===== config.mk =====
export PLATFORM = sky130hd
export DESIGN_NAME = page_table_walker
export DESIGN_NICKNAME = d
export VERILOG_FILES = /design/src/hw/rtl/ptw_pkg.sv /design/src/hw/rtl/ptw_cfg_regs.sv /design/src/hw/rtl/ptw_walk.sv /design/src/hw/rtl/page_table_walker.sv
export SDC_FILE = /design/constraint.sdc
export NUM_CORES = 1
export LEC_CHECK = 0
export ABC_AREA = 1
export BUFFER_PORTS_ARGS = -buffer_cell sky130_fd_sc_hd__buf_4
export CAP_MARGIN = 10
export CORE_ASPECT_RATIO = 1.4
export CORE_MARGIN = 2
export CORE_UTILIZATION = 45
export CTS_CLUSTER_DIAMETER = 30
export DETAILED_ROUTE_END_ITERATION = 10
export GPL_ROUTABILITY_DRIVEN = 0
export GPL_TIMING_DRIVEN = 0
export HOLD_SLACK_MARGIN = 0.15
export PLACE_DENSITY = 0.66
export SYNTH_ARGS = -nofsm -noshare
export SYNTH_HDL_FRONTEND = slang
export SYNTH_SLANG_ARGS = --single-unit

===== constraint.sdc =====
create_clock -name clk -period 11.9 [get_ports clk]
set_clock_uncertainty 0.2 [all_clocks]
set_input_delay 2.38 -clock clk [delete_from_list [all_inputs] [get_ports clk]]
set_output_delay 2.38 -clock clk [all_outputs]
set_load 0.01 [all_outputs]

===== src/hw/rtl/ptw_pkg.sv =====
// Shared types, constants and codes for the translation table walker.
package ptw_pkg;

  localparam int VA_W           = 64;
  localparam int PA_W           = 48;
  localparam int PAGE_SHIFT     = 12;
  localparam int INDEX_BITS     = 9;
  localparam int ENTRY_SHIFT    = 3;
  localparam int PN_W           = PA_W - PAGE_SHIFT;
  localparam int LEVEL_W        = 3;
  localparam int DEFAULT_LEVELS = 4;
  localparam int CFG_INDEX_W    = 2;
  localparam int ATTR_W         = 2;

  localparam int DESC_VALID_BIT = 0;
  localparam int DESC_TABLE_BIT = 1;
  localparam int DESC_XN_LSB    = 53;
  localparam int DESC_SH_LSB    = 8;
  localparam int DESC_AP_RW_BIT = 7;
  localparam int DESC_AP_EL_BIT = 6;
  localparam int DESC_ATTR_LSB  = 2;

  localparam logic [PA_W-1:0] ROOT_RESET        = '0;
  localparam logic [VA_W-1:0] REGION_BASE_RESET = '0;
  localparam logic [VA_W-1:0] REGION_MASK_RESET = 64'hFFFF_0000_0000_0000;

  typedef enum logic [CFG_INDEX_W-1:0] {
    CFG_ROOT_TABLE  = 2'd0,
    CFG_REGION_BASE = 2'd1,
    CFG_REGION_MASK = 2'd2
  } cfg_reg_e;

  typedef enum logic {
    ITEM_LOOKUP        = 1'b0,
    ITEM_READ_RESPONSE = 1'b1
  } item_kind_e;

  typedef enum logic {
    RESULT_READ_REQUEST = 1'b0,
    RESULT_LOOKUP_DONE  = 1'b1
  } result_kind_e;

  typedef enum logic [1:0] {
    FAULT_NONE          = 2'd0,
    FAULT_BAD_ADDRESS   = 2'd1,
    FAULT_INVALID_ENTRY = 2'd2,
    FAULT_READ_ERROR    = 2'd3
  } fault_e;

  typedef struct packed {
    logic [PA_W-1:0] root_table_address;
    logic [VA_W-1:0] region_base;
    logic [VA_W-1:0] region_mask;
  } cfg_t;

  typedef struct packed {
    item_kind_e      kind;
    logic [VA_W-1:0] virtual_address;
    logic [VA_W-1:0] read_data;
    logic            read_error;
  } item_t;

  typedef struct packed {
    result_kind_e           kind;
    logic [PA_W-1:0]        entry_address;
    logic                   found;
    fault_e                 fault_reason;
    logic [LEVEL_W-1:0]     final_level;
    logic [INDEX_BITS-1:0]  table_index;
    logic [PA_W-1:0]        output_address;
    logic [ATTR_W-1:0]      exec_permission;
    logic [ATTR_W-1:0]      shareability;
    logic                   write_permission;
    logic                   user_access;
    logic [ATTR_W-1:0]      memory_type;
  } result_t;

endpackage


===== src/hw/rtl/ptw_cfg_regs.sv =====
// Configuration registers of the table walker: root table, region base and mask.
module ptw_cfg_regs (
  input  logic                             clk,
  input  logic                             rst,
  input  logic                             cfg_write,
  input  logic [ptw_pkg::CFG_INDEX_W-1:0]  cfg_index,
  input  logic [ptw_pkg::VA_W-1:0]         cfg_data,
  output ptw_pkg::cfg_t                    cfg
);
  import ptw_pkg::*;

  cfg_t regs;

  assign cfg = regs;

  always_ff @(posedge clk) begin
    if (rst) begin
      regs.root_table_address <= ROOT_RESET;
      regs.region_base        <= REGION_BASE_RESET;
      regs.region_mask        <= REGION_MASK_RESET;
    end else if (cfg_write) begin
      unique case (cfg_reg_e'(cfg_index))
        CFG_ROOT_TABLE:  regs.root_table_address <= cfg_data[PA_W-1:0];
        CFG_REGION_BASE: regs.region_base        <= cfg_data;
        CFG_REGION_MASK: regs.region_mask        <= cfg_data;
        default: ;
      endcase
    end
  end

endmodule


===== src/hw/rtl/ptw_walk.sv =====
// Walk state and the combinational step that decodes one request or table entry.
module ptw_walk #(
  parameter int LEVELS = ptw_pkg::DEFAULT_LEVELS
) (
  input  logic              clk,
  input  logic              rst,
  input  ptw_pkg::cfg_t     cfg,
  input  ptw_pkg::item_t    item,
  input  logic              fire,
  output logic              has_result,
  output ptw_pkg::result_t  result
);
  import ptw_pkg::*;

  logic                  walk_busy, walk_busy_next;
  logic [LEVEL_W-1:0]    walk_level, walk_level_next;
  logic [PN_W-1:0]       saved_page_number, saved_page_number_next;
  logic [PN_W-1:0]       current_table_base, current_table_base_next;

  logic                  addr_bad;
  logic                  bad;
  logic                  hit;
  result_kind_e          kind;
  fault_e                fault;
  logic [LEVEL_W-1:0]    eff_level;
  logic [PN_W-1:0]       eff_base;
  logic [PN_W-1:0]       eff_pn;
  logic [INDEX_BITS-1:0] eff_index;
  logic [VA_W-1:0]       data;

  assign data = item.read_data;
  assign addr_bad = ((item.virtual_address & cfg.region_mask) != cfg.region_base) ||
                    (item.virtual_address[PAGE_SHIFT-1:0] != '0);

  // Next state and the view of the walk that the result describes
  always_comb begin
    walk_busy_next          = walk_busy;
    walk_level_next         = walk_level;
    saved_page_number_next  = saved_page_number;
    current_table_base_next = current_table_base;
    has_result              = 1'b0;
    bad                     = 1'b0;
    hit                     = 1'b0;
    kind                    = RESULT_LOOKUP_DONE;
    fault                   = FAULT_NONE;
    if (item.kind == ITEM_LOOKUP) begin
      if (!walk_busy) begin
        has_result = 1'b1;
        if (addr_bad) begin
          bad   = 1'b1;
          fault = FAULT_BAD_ADDRESS;
        end else begin
          kind                    = RESULT_READ_REQUEST;
          walk_busy_next          = 1'b1;
          walk_level_next         = LEVEL_W'(1);
          saved_page_number_next  = item.virtual_address[PA_W-1:PAGE_SHIFT];
          current_table_base_next = cfg.root_table_address[PA_W-1:PAGE_SHIFT];
        end
      end
    end else if (walk_busy) begin
      has_result = 1'b1;
      priority if (item.read_error) begin
        fault           = FAULT_READ_ERROR;
        walk_busy_next  = 1'b0;
        walk_level_next = LEVEL_W'(1);
      end else if (!data[DESC_VALID_BIT]) begin
        fault           = FAULT_INVALID_ENTRY;
        walk_busy_next  = 1'b0;
        walk_level_next = LEVEL_W'(1);
      end else if (!data[DESC_TABLE_BIT] || walk_level >= LEVEL_W'(LEVELS)) begin
        hit             = 1'b1;
        walk_busy_next  = 1'b0;
        walk_level_next = LEVEL_W'(1);
      end else begin
        kind                    = RESULT_READ_REQUEST;
        current_table_base_next = data[PA_W-1:PAGE_SHIFT];
        walk_level_next         = walk_level + LEVEL_W'(1);
      end
    end
  end

  // A read request describes the entry about to be read, a finish the entry just read
  always_comb begin
    if (kind == RESULT_READ_REQUEST) begin
      eff_level = walk_level_next;
      eff_base  = current_table_base_next;
      eff_pn    = saved_page_number_next;
    end else begin
      eff_level = walk_level;
      eff_base  = current_table_base;
      eff_pn    = saved_page_number;
    end
    eff_index = '0;
    for (int l = 1; l <= LEVELS; l++) begin
      if (eff_level == LEVEL_W'(l)) begin
        eff_index = eff_pn[INDEX_BITS*(LEVELS-l) +: INDEX_BITS];
      end
    end
  end

  always_comb begin
    result.kind             = kind;
    result.found            = hit;
    result.fault_reason     = fault;
    result.entry_address    = bad ? '0 : {eff_base, eff_index, ENTRY_SHIFT'(0)};
    result.final_level      = bad ? LEVEL_W'(1) : eff_level;
    result.table_index      = bad ? '0 : eff_index;
    result.output_address   = hit ? {data[PA_W-1:PAGE_SHIFT], PAGE_SHIFT'(0)} : '0;
    result.exec_permission  = hit ? data[DESC_XN_LSB +: ATTR_W] : '0;
    result.shareability     = hit ? data[DESC_SH_LSB +: ATTR_W] : '0;
    result.write_permission = hit ? data[DESC_AP_RW_BIT] : 1'b0;
    result.user_access      = hit ? data[DESC_AP_EL_BIT] : 1'b0;
    result.memory_type      = hit ? data[DESC_ATTR_LSB +: ATTR_W] : '0;
  end

  always_ff @(posedge clk) begin
    if (rst) begin
      walk_busy          <= 1'b0;
      walk_level         <= LEVEL_W'(1);
      saved_page_number  <= '0;
      current_table_base <= '0;
    end else if (fire) begin
      walk_busy          <= walk_busy_next;
      walk_level         <= walk_level_next;
      saved_page_number  <= saved_page_number_next;
      current_table_base <= current_table_base_next;
    end
  end

  a_level_range: assert property (@(posedge clk) disable iff (rst)
    walk_level >= LEVEL_W'(1) && walk_level <= LEVEL_W'(LEVELS))
    else $error("walk level out of range");

  a_idle_level: assert property (@(posedge clk) disable iff (rst)
    !walk_busy |-> walk_level == LEVEL_W'(1))
    else $error("idle walker not at first level");

  a_descend: assert property (@(posedge clk) disable iff (rst)
    fire && walk_busy && item.kind == ITEM_READ_RESPONSE && kind == RESULT_READ_REQUEST
    |=> walk_busy && walk_level == $past(walk_level) + LEVEL_W'(1))
    else $error("table entry did not descend one level");

  a_finish_idle: assert property (@(posedge clk) disable iff (rst)
    fire && has_result && kind == RESULT_LOOKUP_DONE |=> !walk_busy)
    else $error("walker still busy after finishing a lookup");

endmodule


===== src/hw/rtl/page_table_walker.sv =====
// Top level of the translation table walker: item register, walk step, result register.
//
// Usage:
//  - Item channel (item_valid/item_ready): either a lookup request carrying a virtual
//    address, or the response to a table read carrying one 64-bit entry and an error flag.
//  - Result channel (result_valid/result_ready): either a table read request (entry
//    address, level, index) to be answered on the item channel, or a finished lookup
//    with fault reason, output address and decoded attributes.
//  - Configuration channel (cfg_valid/cfg_ready, always ready): index 0 root table
//    address, 1 region base, 2 region mask; any other index is dropped. Write only
//    while no walk is in flight.
//  - Path: an item taken is held in the item register; the walk step decodes it, and
//    the result register takes its result once the held item advances.
//  - Throughput: one item per cycle while results drain; the whole decode of a request or
//    entry is one pass of mask, compare and concatenation logic between the two registers.
//  - Items that cause nothing (lookup while busy, response while idle) are dropped
//    without touching the result channel.
//  - A stalled receiver holds the result register; the held item waits behind it
//    only if it has a result of its own, so item_ready drops only once both
//    registers are full.
//  - Reset clears the walk, both valid flags and the configuration to its reset values.
module page_table_walker #(
  parameter int LEVELS = ptw_pkg::DEFAULT_LEVELS
) (
  input  logic                              clk,
  input  logic                              rst,
  input  logic                              cfg_valid,
  output logic                              cfg_ready,
  input  logic [ptw_pkg::CFG_INDEX_W-1:0]   cfg_index,
  input  logic [ptw_pkg::VA_W-1:0]          cfg_data,
  input  logic                              item_valid,
  output logic                              item_ready,
  input  logic                              item_kind,
  input  logic [ptw_pkg::VA_W-1:0]          virtual_address,
  input  logic [ptw_pkg::VA_W-1:0]          read_data,
  input  logic                              read_error,
  output logic                              result_valid,
  input  logic                              result_ready,
  output logic                              result_kind,
  output logic [ptw_pkg::PA_W-1:0]          entry_address,
  output logic                              found,
  output logic [1:0]                        fault_reason,
  output logic [ptw_pkg::LEVEL_W-1:0]       final_level,
  output logic [ptw_pkg::INDEX_BITS-1:0]    table_index,
  output logic [ptw_pkg::PA_W-1:0]          output_address,
  output logic [ptw_pkg::ATTR_W-1:0]        exec_permission,
  output logic [ptw_pkg::ATTR_W-1:0]        shareability,
  output logic                              write_permission,
  output logic                              user_access,
  output logic [ptw_pkg::ATTR_W-1:0]        memory_type
);
  import ptw_pkg::*;

  cfg_t    cfg;
  item_t   held_item;
  logic    held_valid;
  logic    step_has_result;
  result_t step_result;
  result_t res;
  logic    res_valid;
  logic    advance;

  // Configuration is always taken at once
  assign cfg_ready = 1'b1;

  ptw_cfg_regs u_cfg (
    .clk       (clk),
    .rst       (rst),
    .cfg_write (cfg_valid),
    .cfg_index (cfg_index),
    .cfg_data  (cfg_data),
    .cfg       (cfg)
  );

  // Consume the held item when it yields nothing, or when the result register frees up
  assign advance    = held_valid && (!step_has_result || !res_valid || result_ready);
  assign item_ready = !held_valid || advance;

  // Item register: load on accept, drop once consumed
  always_ff @(posedge clk) begin
    if (rst) begin
      held_valid <= 1'b0;
    end else begin
      held_valid <= (item_valid && item_ready) || (held_valid && !advance);
    end
  end

  always_ff @(posedge clk) begin
    if (item_valid && item_ready) begin
      held_item.kind            <= item_kind_e'(item_kind);
      held_item.virtual_address <= virtual_address;
      held_item.read_data       <= read_data;
      held_item.read_error      <= read_error;
    end
  end

  ptw_walk #(
    .LEVELS (LEVELS)
  ) u_walk (
    .clk        (clk),
    .rst        (rst),
    .cfg        (cfg),
    .item       (held_item),
    .fire       (advance),
    .has_result (step_has_result),
    .result     (step_result)
  );

  // Result register: advance on a new result, clear once taken
  always_ff @(posedge clk) begin
    if (rst) begin
      res_valid <= 1'b0;
    end else if (advance && step_has_result) begin
      res_valid <= 1'b1;
    end else if (result_ready) begin
      res_valid <= 1'b0;
    end
  end

  always_ff @(posedge clk) begin
    if (advance && step_has_result) begin
      res <= step_result;
    end
  end

  assign result_valid     = res_valid;
  assign result_kind      = res.kind;
  assign entry_address    = res.entry_address;
  assign found            = res.found;
  assign fault_reason     = res.fault_reason;
  assign final_level      = res.final_level;
  assign table_index      = res.table_index;
  assign output_address   = res.output_address;
  assign exec_permission  = res.exec_permission;
  assign shareability     = res.shareability;
  assign write_permission = res.write_permission;
  assign user_access      = res.user_access;
  assign memory_type      = res.memory_type;

endmodule


==> reports/summary.txt <==
Clock slew at reported path FFs: 40 ps
Synth Instances: 2287
Routed WL: 60300 um
Fin Setup TNS: 0 ps
Global-route wire length before repair: 92000 um
H-tree levels: 3
Int Power: 3300 uW
GRT overflow: 0
TritonCTS clock tree: built
Initial antenna violation count: 2
Met3 usage in global routing: 0.0517
Met1 GRT Util: 0.283
Max_cap viols: 0
GRT Resource Usage Total: 0.264
Top cells by area, synth: edfxtp_1 32%, dfxtp_1 25%, nand2_1 7.5%, nor2_1 6.7%, inv_1 6.0%
Residual DRC: 0
Combinational Power Share: 0.086
HP Class: register to register
NetSw: 1090 uW
Switch share: 0.249
Post-synth EDFFs: 208
Avg Vias per Cell: 5.20
CTS buffer count: 77
Top cell type by total area after synthesis: edfxtp_1
Unique masters post-synth: 41
Count leader, synth: nand2_1
Total Power: 4400 uW
Die ar.: 44800 um2
Share of cells above drive strength 1: 0.185
DRT iter0 DRCs: 1352
Vias: 17100
Layout area overhead: 29.4%
Router iterations before antenna repair: 6
Crit-path max FO: 2
Critical Path AT: 3110 ps
Post_cts resized: 0
Synth top cells by count: 389 x nand2_1, 346 x nor2_1, 309 x inv_1
Kind of critical path: input port to primary output
Setup bufs post-CTS: 0
Warnings, synthesis: 0
# hold bufs at CTS: 0
FMAX: 0.176 GHz
Mapped Avg Cell Area: 8.49 um2
Mean routed wirelength per cell: 18.3 um
Clock power frac: 0.515
Core ar.: 42800 um2
Die Width: 180 um
Count of final hold-check violations: 0
Worst-Margin Slew: 862 ps
Bufs on Longest Clock Path: 3
Critical Path Source Type: input port
Part of the power in registers: 0.398
# setup viols final: 0
Vias in the first global route: 16800
Max-slew headroom: 0.425
Grt peak-use layer: met2
Asr flop ratio synth: 0
Layout net count: 2875
Clock net sink count: 450
Seq cells post-synth: 450
Met2 global-route usage: 0.468
Max Slew Vio Count: 0
Clk_lat worst skew: 610 ps
Cell Pwr Density: 175 nW/um2
Initial core utilization: 0.454
Sequential area share after synthesis: 0.571
VDD IR max: 0.120 mV
Main flop type after synthesis: dfxtp_1
Buffers on Ports: 288
Status: completed
Site Rows: 90
Clk root buf: clkbuf_16
Die Ht: 250 um
Detailed placement HPWL: 45700 um
RSZ-0062 raised after global routing: false
Fill count: 3760
Critical Path RT: 9320 ps
Mapped Area: 19400 um2
Yosys top cell area share: 0.322
Antenna-violating nets left: 0
Largest net degree at the start of global routing: 75
Io pins: 324
Final critical path time including I/O delays and setup: 5690 ps
Lkg Pwr: 0.0112 uW
Period utilisation layout: 0.478
CP Capture Type: primary output
==> layout make-up <==
class / count / area (um2) / area share
flip-flops and latches: 450 / 11100 / 0.442
multi-input cells: 1393 / 6500 / 0.259
repair buffers: 292 / 2250 / 0.0896
clock buffers: 91 / 2130 / 0.0846
inverters: 317 / 1190 / 0.0476
well taps: 552 / 691 / 0.0275
plain buffers: 141 / 688 / 0.0274
clock inverters: 53 / 573 / 0.0228
diodes: 1 / 2.50 / 0.0000996
==> power by group through the flow <==
stage | clock [uW] | combinational [uW] | sequential (uW)
2_1_floorplan | 0 | 210 | 1770
3_3_place_gp | 0 | 361 | 1780
3_5_place_dp | 0 | 373 | 1780
4_1_cts | 2290 | 376 | 1750
5_1_grt | 2370 | 418 | 1760
6_report | 2270 | 380 | 1750
==> final timing paths <==
check,cells after the start,slack [ps],startpoint,end
worst max-delay path,6,6210,result_ready,item_ready
worst min-delay path,2,260,u_cfg.cfg[127],u_cfg.cfg[127]
worst max register to register,9,8130,held_item[129],entry_address[20]
worst min register to register,2,260,u_cfg.cfg[127],u_cfg.cfg[127]
==> state kept, by name, summed over array words and instances, names as in the netlist, 2 cells and up <==
signal / count
entry_address: 45
exec_permission: 2
fault_reason: 2
final_level: 3
held_item: 112
memory_type: 2
output_address: 36
shareability: 2
u_cfg.cfg: 164
u_walk.current_table_base: 36
u_walk.saved_page_number: 36
u_walk.walk_level: 3
==> logic make-up (layout without fill, tap and decap cells) <==
kind of cell,count (synthesis),after routing,share of synthesized area
flip-flops,450,450,0.571
buffers and inverters,458,894,0.0969
XOR/XNOR,6,6,0.00271
AND/OR/NAND/NOR,915,915,0.197
AO/OA/AOI/OAI,454,454,0.130
adder cells (fa/ha/maj),2,2,0.00129
other,2,17,0.000387
==> layer usage <==
| layer | share of wire | vias to the layer above |
|---|---|---|
| li1 | - | 8261 |
| met1 | 0.37 | 7902 |
| met2 | 0.50 | 753 |
| met3 | 0.065 | 198 |
| met4 | 0.066 | 2 |
| met5 | 0.00020 | - |
==> worst max-delay path: stages <==
cell and delay (ps):
buf_4 110, inv_1 70, nand3_1 90, nor2_1 210
inv_1 90, buf_4 150
==> per-stage QoR <==
stage / util / hold slack [ps] / cells / setup slack (ps) / instance area (um2)
final: 0.587 / 260 / 3290 / 6210 / 25100
after global routing: 0.587 / 289 / 3290 / 6070 / 25100
after floorplan: - / 236 / 2301 / 3860 / 19500
after global placement: 0.522 / 244 / 3141 / 1340 / 22300
after detailed placement: 0.524 / 252 / 3145 / 6200 / 22400
after CTS: 0.587 / 259 / 3289 / 6200 / 25100
==> cell usage in the layout, fill, tap and decap left out, types with 17 or more instances in the layout <==
master and n:
nand2_1 389, nor2_1 345, buf_4 316, inv_1 308, dfxtp_1 242, o21ai_0 227, edfxtp_1 208, a21oi_1 134
nand3_1 128, clkbuf_1 94, clkbuf_16 82, o211ai_1 45, o221ai_1 36, nand4_1 17
No activity file was read; power rests on OpenSTA's default activity.
